`config.mk`:
```
export PLATFORM = sky130hd
export DESIGN_NAME = dog_xform
export DESIGN_NICKNAME = d
export VERILOG_FILES = /design/src/design/decaying_obstacle_grid_top_macros.svh /design/src/design/dog_pkg.sv /design/src/design/dog_xform.sv
export SDC_FILE = /design/constraint.sdc
export NUM_CORES = 1
export LEC_CHECK = 0
export BUFFER_PORTS_ARGS = -buffer_cell sky130_fd_sc_hd__buf_2
export CORE_ASPECT_RATIO = 1.1
export CORE_UTILIZATION = 50
export CTS_CLUSTER_SIZE = 16
export DETAILED_ROUTE_END_ITERATION = 10
export PLACE_DENSITY = 0.76
export SLEW_MARGIN = 20
export SYNTH_ARGS = -nofsm -noshare
export SYNTH_HDL_FRONTEND = slang
export SYNTH_SLANG_ARGS = --single-unit
```
`constraint.sdc`:
```
create_clock -name aclk -period 7.9 [get_ports aclk]
set_clock_uncertainty 0.1 [all_clocks]
set_input_delay 2.37 -clock aclk [delete_from_list [all_inputs] [get_ports aclk]]
set_output_delay 2.37 -clock aclk [all_outputs]
set_load 0.005 [all_outputs]
```
`src/design/decaying_obstacle_grid_top_macros.svh`:
```
`ifndef DECAYING_OBSTACLE_GRID_TOP_MACROS_SVH
`define DECAYING_OBSTACLE_GRID_TOP_MACROS_SVH

// Same-cycle implication, checked on aclk while aresetn is high.
`define DOG_ASSERT_IMP(label, ante, cons) \
    label: assert property (@(posedge aclk) disable iff (!aresetn) (ante) |-> (cons)) \
        else $error("grid assertion violated");

// Next-cycle implication, checked on aclk while aresetn is high.
`define DOG_ASSERT_NXT(label, ante, cons) \
    label: assert property (@(posedge aclk) disable iff (!aresetn) (ante) |=> (cons)) \
        else $error("grid assertion violated");

`endif

```
`src/design/dog_pkg.sv`:
```
`timescale 1ns / 1ps

package dog_pkg;

    localparam int GRID_COLS_MAX  = 512;
    localparam int GRID_ROWS_MAX  = 512;
    localparam int LOCAL_SIZE_MAX = 1024;

    localparam int COL_W      = $clog2(GRID_COLS_MAX);
    localparam int ROW_W      = $clog2(GRID_ROWS_MAX);
    localparam int ADDR_W     = COL_W + ROW_W;
    localparam int LOCAL_W    = $clog2(LOCAL_SIZE_MAX);
    localparam int DIM_W      = 10;

    // Q.17 accumulator for the grid mapping.
    localparam int MUL_A_W = 24;
    localparam int MUL_B_W = LOCAL_W + 2;
    localparam int PROD_W  = MUL_A_W + MUL_B_W;
    localparam int ACC_W   = PROD_W + 2;
    localparam int FRAC_W  = 17;

    localparam logic [1:0] OP_STAMP = 2'd0;
    localparam logic [1:0] OP_DECAY = 2'd1;
    localparam logic [1:0] OP_READ  = 2'd2;

    localparam logic [2:0] CFG_THRESHOLD = 3'd0;
    localparam logic [2:0] CFG_DECAY     = 3'd1;
    localparam logic [2:0] CFG_STEP_COS  = 3'd2;
    localparam logic [2:0] CFG_STEP_SIN  = 3'd3;
    localparam logic [2:0] CFG_SHIFT_X   = 3'd4;
    localparam logic [2:0] CFG_SHIFT_Y   = 3'd5;
    localparam logic [2:0] CFG_WIDTH     = 3'd6;
    localparam logic [2:0] CFG_HEIGHT    = 3'd7;

    localparam logic [6:0] STAMP_BLOCKED = 7'd100;

    localparam logic signed [7:0]  RST_THRESHOLD = 8'sd75;
    localparam logic [6:0]         RST_DECAY     = 7'd5;
    localparam logic signed [23:0] RST_STEP_COS  = 24'sd65536;
    localparam logic [DIM_W-1:0]   RST_DIM       = 10'd512;

    typedef struct packed {
        logic [1:0]         op;
        logic [LOCAL_W-1:0] local_col;
        logic [LOCAL_W-1:0] local_row;
        logic signed [7:0]  cost_value;
        logic [COL_W-1:0]   grid_col;
        logic [ROW_W-1:0]   grid_row;
    } in_t;

    typedef struct packed {
        logic [6:0]       cell_value;
        logic [COL_W-1:0] hit_col;
        logic [ROW_W-1:0] hit_row;
        logic             in_bounds;
        logic             over_threshold;
    } out_t;

    typedef struct packed {
        logic             done;
        logic             in_grid;
        logic [COL_W-1:0] col;
        logic [ROW_W-1:0] row;
    } xf_res_t;

endpackage

```
`src/design/dog_xform.sv`:
```
`timescale 1ns / 1ps

module dog_xform (
    input  logic                            aclk,
    input  logic                            aresetn,
    input  logic                            start,
    input  logic [dog_pkg::LOCAL_W-1:0]     local_col,
    input  logic [dog_pkg::LOCAL_W-1:0]     local_row,
    input  logic signed [23:0]              step_cos,
    input  logic signed [23:0]              step_sin,
    input  logic signed [31:0]              shift_x,
    input  logic signed [31:0]              shift_y,
    input  logic [dog_pkg::DIM_W-1:0]       eff_w,
    input  logic [dog_pkg::DIM_W-1:0]       eff_h,
    output dog_pkg::xf_res_t                res
);

    localparam int ACC_W  = dog_pkg::ACC_W;
    localparam int FRAC_W = dog_pkg::FRAC_W;
    localparam int PROD_W = dog_pkg::PROD_W;
    localparam int Q_W    = ACC_W - FRAC_W;

    typedef enum logic [5:0] {
        STEP_COS_UX = 6'b000001,
        STEP_SIN_UY = 6'b000010,
        STEP_SIN_UX = 6'b000100,
        STEP_COS_UY = 6'b001000,
        STEP_LAST_Y = 6'b010000,
        STEP_CHECK  = 6'b100000
    } step_t;

    // True when a Q.17 coordinate truncates toward zero into [0, lim).
    function automatic logic axis_ok(input logic signed [ACC_W-1:0] a,
                                     input logic [dog_pkg::DIM_W-1:0] lim);
        logic [Q_W-1:0] q;
        logic           ok;
        q = a[ACC_W-1:FRAC_W];
        if (a[ACC_W-1]) begin
            // Points in (-1, 0) still land in cell zero.
            ok = (&q) && (|a[FRAC_W-1:0]);
        end else begin
            ok = q < Q_W'(lim);
        end
        return ok;
    endfunction

    logic                                busy_reg, busy_next;
    step_t                               step_reg, step_next;
    logic signed [dog_pkg::MUL_B_W-1:0]  ux_reg, ux_next;
    logic signed [dog_pkg::MUL_B_W-1:0]  uy_reg, uy_next;
    logic signed [PROD_W-1:0]            prod_reg, prod_next;
    logic                                neg_reg, neg_next;
    logic signed [ACC_W-1:0]             acc_reg, acc_next;
    logic signed [ACC_W-1:0]             ax_reg, ax_next;
    dog_pkg::xf_res_t                    res_reg, res_next;

    logic signed [dog_pkg::MUL_A_W-1:0]  mul_a;
    logic signed [dog_pkg::MUL_B_W-1:0]  mul_b;
    logic signed [ACC_W-1:0]             prod_ext;
    logic signed [ACC_W-1:0]             acc_sum;

    assign mul_a     = (step_reg == STEP_COS_UX || step_reg == STEP_COS_UY) ? step_cos : step_sin;
    assign mul_b     = (step_reg == STEP_COS_UX || step_reg == STEP_SIN_UX) ? ux_reg : uy_reg;
    assign prod_next = mul_a * mul_b;
    assign neg_next  = (step_reg == STEP_SIN_UY);
    assign prod_ext  = {{(ACC_W - PROD_W){prod_reg[PROD_W-1]}}, prod_reg};
    assign acc_sum   = neg_reg ? (acc_reg - prod_ext) : (acc_reg + prod_ext);

    always_comb begin
        busy_next = busy_reg;
        step_next = step_reg;
        ux_next   = ux_reg;
        uy_next   = uy_reg;
        acc_next  = acc_reg;
        ax_next   = ax_reg;
        res_next  = res_reg;
        res_next.done = 1'b0;
        if (start) begin
            busy_next = 1'b1;
            step_next = STEP_COS_UX;
            ux_next   = {1'b0, local_col, 1'b1};
            uy_next   = {1'b0, local_row, 1'b1};
        end else if (busy_reg) begin
            case (step_reg)
                STEP_COS_UX: begin
                    acc_next  = {{(ACC_W - 33){shift_x[31]}}, shift_x, 1'b0};
                    step_next = STEP_SIN_UY;
                end
                STEP_SIN_UY: begin
                    acc_next  = acc_sum;
                    step_next = STEP_SIN_UX;
                end
                STEP_SIN_UX: begin
                    ax_next   = acc_sum;
                    acc_next  = {{(ACC_W - 33){shift_y[31]}}, shift_y, 1'b0};
                    step_next = STEP_COS_UY;
                end
                STEP_COS_UY: begin
                    acc_next  = acc_sum;
                    step_next = STEP_LAST_Y;
                end
                STEP_LAST_Y: begin
                    acc_next  = acc_sum;
                    step_next = STEP_CHECK;
                end
                STEP_CHECK: begin
                    busy_next        = 1'b0;
                    step_next        = STEP_COS_UX;
                    res_next.done    = 1'b1;
                    res_next.in_grid = axis_ok(ax_reg, eff_w) && axis_ok(acc_reg, eff_h);
                    res_next.col     = ax_reg[ACC_W-1] ? '0
                                     : ax_reg[FRAC_W + dog_pkg::COL_W - 1:FRAC_W];
                    res_next.row     = acc_reg[ACC_W-1] ? '0
                                     : acc_reg[FRAC_W + dog_pkg::ROW_W - 1:FRAC_W];
                end
                default: begin
                    busy_next = 1'b0;
                    step_next = STEP_COS_UX;
                end
            endcase
        end
    end

    always_ff @(posedge aclk) begin
        if (!aresetn) begin
            busy_reg <= 1'b0;
            step_reg <= STEP_COS_UX;
            res_reg  <= '0;
        end else begin
            busy_reg <= busy_next;
            step_reg <= step_next;
            res_reg  <= res_next;
        end
        ux_reg   <= ux_next;
        uy_reg   <= uy_next;
        prod_reg <= prod_next;
        neg_reg  <= neg_next;
        acc_reg  <= acc_next;
        ax_reg   <= ax_next;
    end

    assign res = res_reg;

endmodule

```
After elaboration in Yosys (flattened, before gate mapping)
Index checks and enable logic that the tools add are counted.
Widths: inputs -> output; s select.
{"block": "word_totals", "ff_bits": 160, "input_bits": 155, "output_inout_bits": 20, "word_cells": 62}
{"block": "op_classes", "add_sub_neg": 2, "multipliers": 1, "order_cmp": 2, "eq_ne": 6, "muxes": 19, "bitwise_logic": 3, "reduce_logical": 17}
{"operator": "$pmux 38 s3", "count": 1}
{"operator": "$lt 21x10->1", "count": 2}
{"operator": "$reduce_and 21->1", "count": 2}
{"operator": "$add 38x36->38", "count": 1}
{"operator": "$mux 38", "count": 1}
{"operator": "$sub 38x36->38", "count": 1}
{"operator": "$mul 24x12->36", "count": 1}
{"operator": "$reduce_or 17->1", "count": 2}
{"operator": "$pmux 6 s5", "count": 1}
{"operator": "$mux 24", "count": 1}
{"operator": "$mux 20", "count": 1}
{"operator": "$mux 9", "count": 2}
{"operator": "$mux 1", "count": 11}
{"operator": "$mux 11", "count": 1}
{"operator": "$reduce_and 3->1", "count": 3}
{"operator": "$eq 6x1->1 const B", "count": 1}
{"operator": "$eq 6x2->1 const B", "count": 1}
{"operator": "$eq 6x3->1 const B", "count": 1}
{"operator": "$eq 6x4->1 const B", "count": 1}
{"operator": "$eq 6x5->1 const B", "count": 1}
{"operator": "$eq 6x6->1 const B", "count": 1}
{"operator": "$reduce_or 3->1", "count": 2}
{"operator": "$reduce_or 5->1", "count": 1}
{"operator": "$logic_and 1x1->1", "count": 3}
{"operator": "other kinds (4)", "count": 7}

Logic depth before layout (Yosys ltp)
{"block": "depth", "depth_word": 8, "ltp_mapped": 29, "depth_no_buf": 27}

Worst setup path before layout
OpenSTA, ideal clock, no wires.
{"block": "synth_timing", "path_kind": "input to register", "from": "in step_sin[3]", "to": "reg prod_reg[33]", "setup_time_ps": 123, "t_arrival_ps": 7627, "required_ps": 7677, "path_slack_ps": 49, "stages": 21, "path_buffers": 0, "path_cell_list": "mux2i_1 > nor2_1 > fa_1 > inv_1 > fa_1 > inv_1 > fa_1 > fa_1 > inv_1 > fa_1 > inv_1 > ha_1 > nand2_1 > o21ai_1 > a21o_1 > a221o_1 > a2111o_1 > a21bo_1 > a21oi_2 > a21oi_1 > xor2_1"}
{"block": "synth_via", "elab_chain_len": 2}
{"item": "from (decl)", "line": "dog_xform.sv:10", "rtl": "input logic signed [23:0] step_sin,"}
{"item": "$mux 24", "line": "dog_xform.sv:62", "rtl": "assign mul_a = (step_reg == STEP_COS_UX || step_reg == STEP_COS_UY) ? step_cos : step_sin;"}
{"item": "$mul 24x12->36", "line": "dog_xform.sv:64", "rtl": "assign prod_next = mul_a * mul_b;"}
{"item": "net prod_next[33]", "line": "dog_xform.sv:51", "rtl": "logic signed [PROD_W-1:0] prod_reg, prod_next;"}
{"item": "to (signal assigned)", "line": "dog_xform.sv:136", "rtl": "prod_reg <= prod_next;"}
{"item": "to (decl)", "line": "dog_xform.sv:51"}
The timed path passes the listed nets, and every way through them passes these cells.
A chain may end at the register's enable or synchronous reset.

Worst setup path in the final report
{"block": "layout_timing", "from": "in step_sin[6]", "to": "reg prod_reg[33]"}
The elaborated chain is that of the path after synthesis.

==> flow_summary_export.csv <==
group,metric,value,unit
outcome,status,"complete, no violations",
timing,fin_crit,7630,ps
setup_path,cp-end-kind,"flip-flop",
grt,track_usage,0.252,
layout,synthToLayoutAreaGrowth,13.2,%
layout,layout.nets,2683,
placement,place.detailed.hpwl,37100,um
placement,gp_congestion,0.948,
timing,fmax,0.131,GHz
placement,place_ws,-132,ps
grt,grt-ovfl-total,0,
timing,finalHoldViolCount,0,
synth,yosys_warnings,0,
synth,synthArstFlopShare,0,
synth,synth_cell_types,75,
layout,diodes,0,
grt,grt_pass1_vias,14900,
synth,ys.flop_type,"edfxtp_1",
clock_network,numCtsBuffers,17,
floorplan,core-area,35500,um^2
synth,syn_area,18100,um^2
clock_network,cts_setup_buffers,0,
routing,wl_per_cell,16.9,um
clock_network,clkTransAtPathRegs,70,ps
layout,fin_area,20500,um^2
clock_network,clk_latency,460,ps
floorplan,die_w,184,um
floorplan,io_pins,175,
timing,rsz0062_at_grt,"no",
clock_network,cts_max_path_buffers,2,
setup_path,critPathMaxFanout,4,
placement,io_buffer_count,174,
routing,drt_iter0_markers,1065,
floorplan,die_area,37100,um^2
grt,grt_max_degree,40,
timing,worstMarginPinSlew,909,ps
placement,place_area,19900,um^2
routing,wl,45000,um
synth,synth.top_cells.by_count,"inv_1 (340), fa_1 (234), nand2_1 (204), nor2_1 (170), ha_1 (133)",
routing,drc,0,
timing,worst_slack,266,ps
synth,postSynthCellCount,1960,
synth,synth_seq_cells,160,
clock_network,cts_sinks,160,
routing,ant_nets,0,
floorplan,die_height,202,um
clock_network,htree_levels,4,
routing,num_vias,14500,
synth,synth_area_leaders,"fa_1 (26%), edfxtp_1 (16%), ha_1 (9.2%)",
synth,yosysSeqAreaShare,0.229,
flow_run,cap_violations,0,
clock_network,cts_tree,"built",
timing,drv_slew,0,
timing,relSlewSlack,0.385,
setup_path,crit_arrival,7860,ps
floorplan,rows,72,
routing,via_per_inst,5.46,
synth,synth_top_area_frac,0.258,
synth,syn_avg_cell_area,9.26,um^2
grt,grt_pass1_wl,73400,um
timing,setup_viol,0,
timing,timing.hold.ws,375,ps
setup_path,crit_type,"primary input to flip-flop",
clock_network,cts_root_buf,"clkbuf_16",
synth,synth.net_count,2482,
synth,synth_top_cell_by_area,"fa_1",
timing,fin_setup_tns,0,ps
grt,antenna_found_initial,0,
clock_network,holdBufCountCts,0,
worst_hold_path,min_path_type,"flip-flop to flip-flop",
timing,final.period_utilization,0.966,
synth,synth.most_common_cell,"inv_1",
setup_path,cp-start-kind,"primary input",
floorplan,initial_core_util,0.511,
layout,drive_gt1_frac,0.154,
synth,synth-edff-count,96,
routing,firstDrtPassIters,8,
setup_path,required,8130,ps
-- worst max-delay path, stage by stage --
cell      delay, ps
buf_2           100
mux2_2          300
inv_2            90
nor2_1           50
fa_1            500
fa_1            450
fa_1            520
fa_1            560
inv_1            60
fa_1            530
inv_1            40
ha_1            340
a21oi_1         200
o21ai_1         100
a21o_1          190
a221o_1         380
a2111o_1        460
a21bo_1         220
a21oi_2         150
a21oi_1          90
xor2_1          150
-- path summary, 6_finish.rpt --
kind,depth (start not counted),from,slack (ps),to
setup reg to reg,27,step_reg[1]$_SDFFE_PP0P_,380,prod_reg[32]$_DFF_P_
setup / recovery,21,step_sin[6],270,prod_reg[33]$_DFF_P_
hold / removal,1,res[16]$_SDFFE_PN0P_,380,res[16]$_SDFFE_PN0P_
hold reg to reg,1,res[16]$_SDFFE_PN0P_,380,res[16]$_SDFFE_PN0P_
-- cell usage in the layout, fill, tap and decap left out, types with 5 or more instances in the layout --
cell,instances
dfxtp_1,64
ha_1,133
or4_1,5
mux2_2,21
nor3_1,22
fa_1,234
buf_2,174
o21ai_1,26
nor2_1,167
a21o_1,58
xnor2_1,74
inv_8,5
o21bai_1,10
a22oi_1,8
a222oi_1,11
inv_2,24
and3_1,11
xor2_1,25
clkbuf_16,17
and2_1,11
o21a_1,14
nand2_1,204
nand3_1,25
buf_4,57
mux2i_1,23
nand2b_1,15
a21oi_1,93
nor2b_1,12
edfxtp_1,96
inv_1,340
o21ai_0,23
a22o_1,29
nor4_1,20
a31oi_1,10
nand4_1,18
-- kinds of logic after synthesis --
logic type / after synthesis / share of synthesized area
multiplexers: 47 / 0.0274
AO/OA/AOI/OAI: 334 / 0.126
adder cells (fa/ha/maj): 367 / 0.350
flip-flops: 160 / 0.229
AND/OR/NAND/NOR: 537 / 0.133
XOR/XNOR: 99 / 0.0478
buffers and inverters: 416 / 0.0865
-- repair_timing --
action                     CTS  global route
gates resized for setup      0             7
hold endpoints to repair     0             0
setup endpoints to repair    0             8
-- cell type report --
type                            count  area, um^2
Clock buffer                       17         425
Clock inverter                     15         163
Fill cell                        3113       14900
Inverter                          364        1370
Multi-Input combinational cell   1384       12500
Sequential cell                   160        4160
Tap cell                          481         602
Timing Repair Buffer              234        1350
-- metrics by stage --
step	util	cells
2_1_floorplan	-	1960
3_3_place_gp	0.562	2623
3_5_place_dp	0.562	2623
4_1_cts	0.578	2655
5_1_grt	0.579	2655
6_report	0.579	2655
-- metal layers --
metal,vias to the layer above,share of wire,GRT usage
met5,-,0,0
met4,0,0.025,0.0789
met3,81,0.066,0.0440
met2,563,0.49,0.435
met1,6984,0.42,0.321
li1,6867,-,-
Power is left out: the tool's default activity adds up to more than one toggle a clock period on the data nets, which glitch-free logic cannot reach.
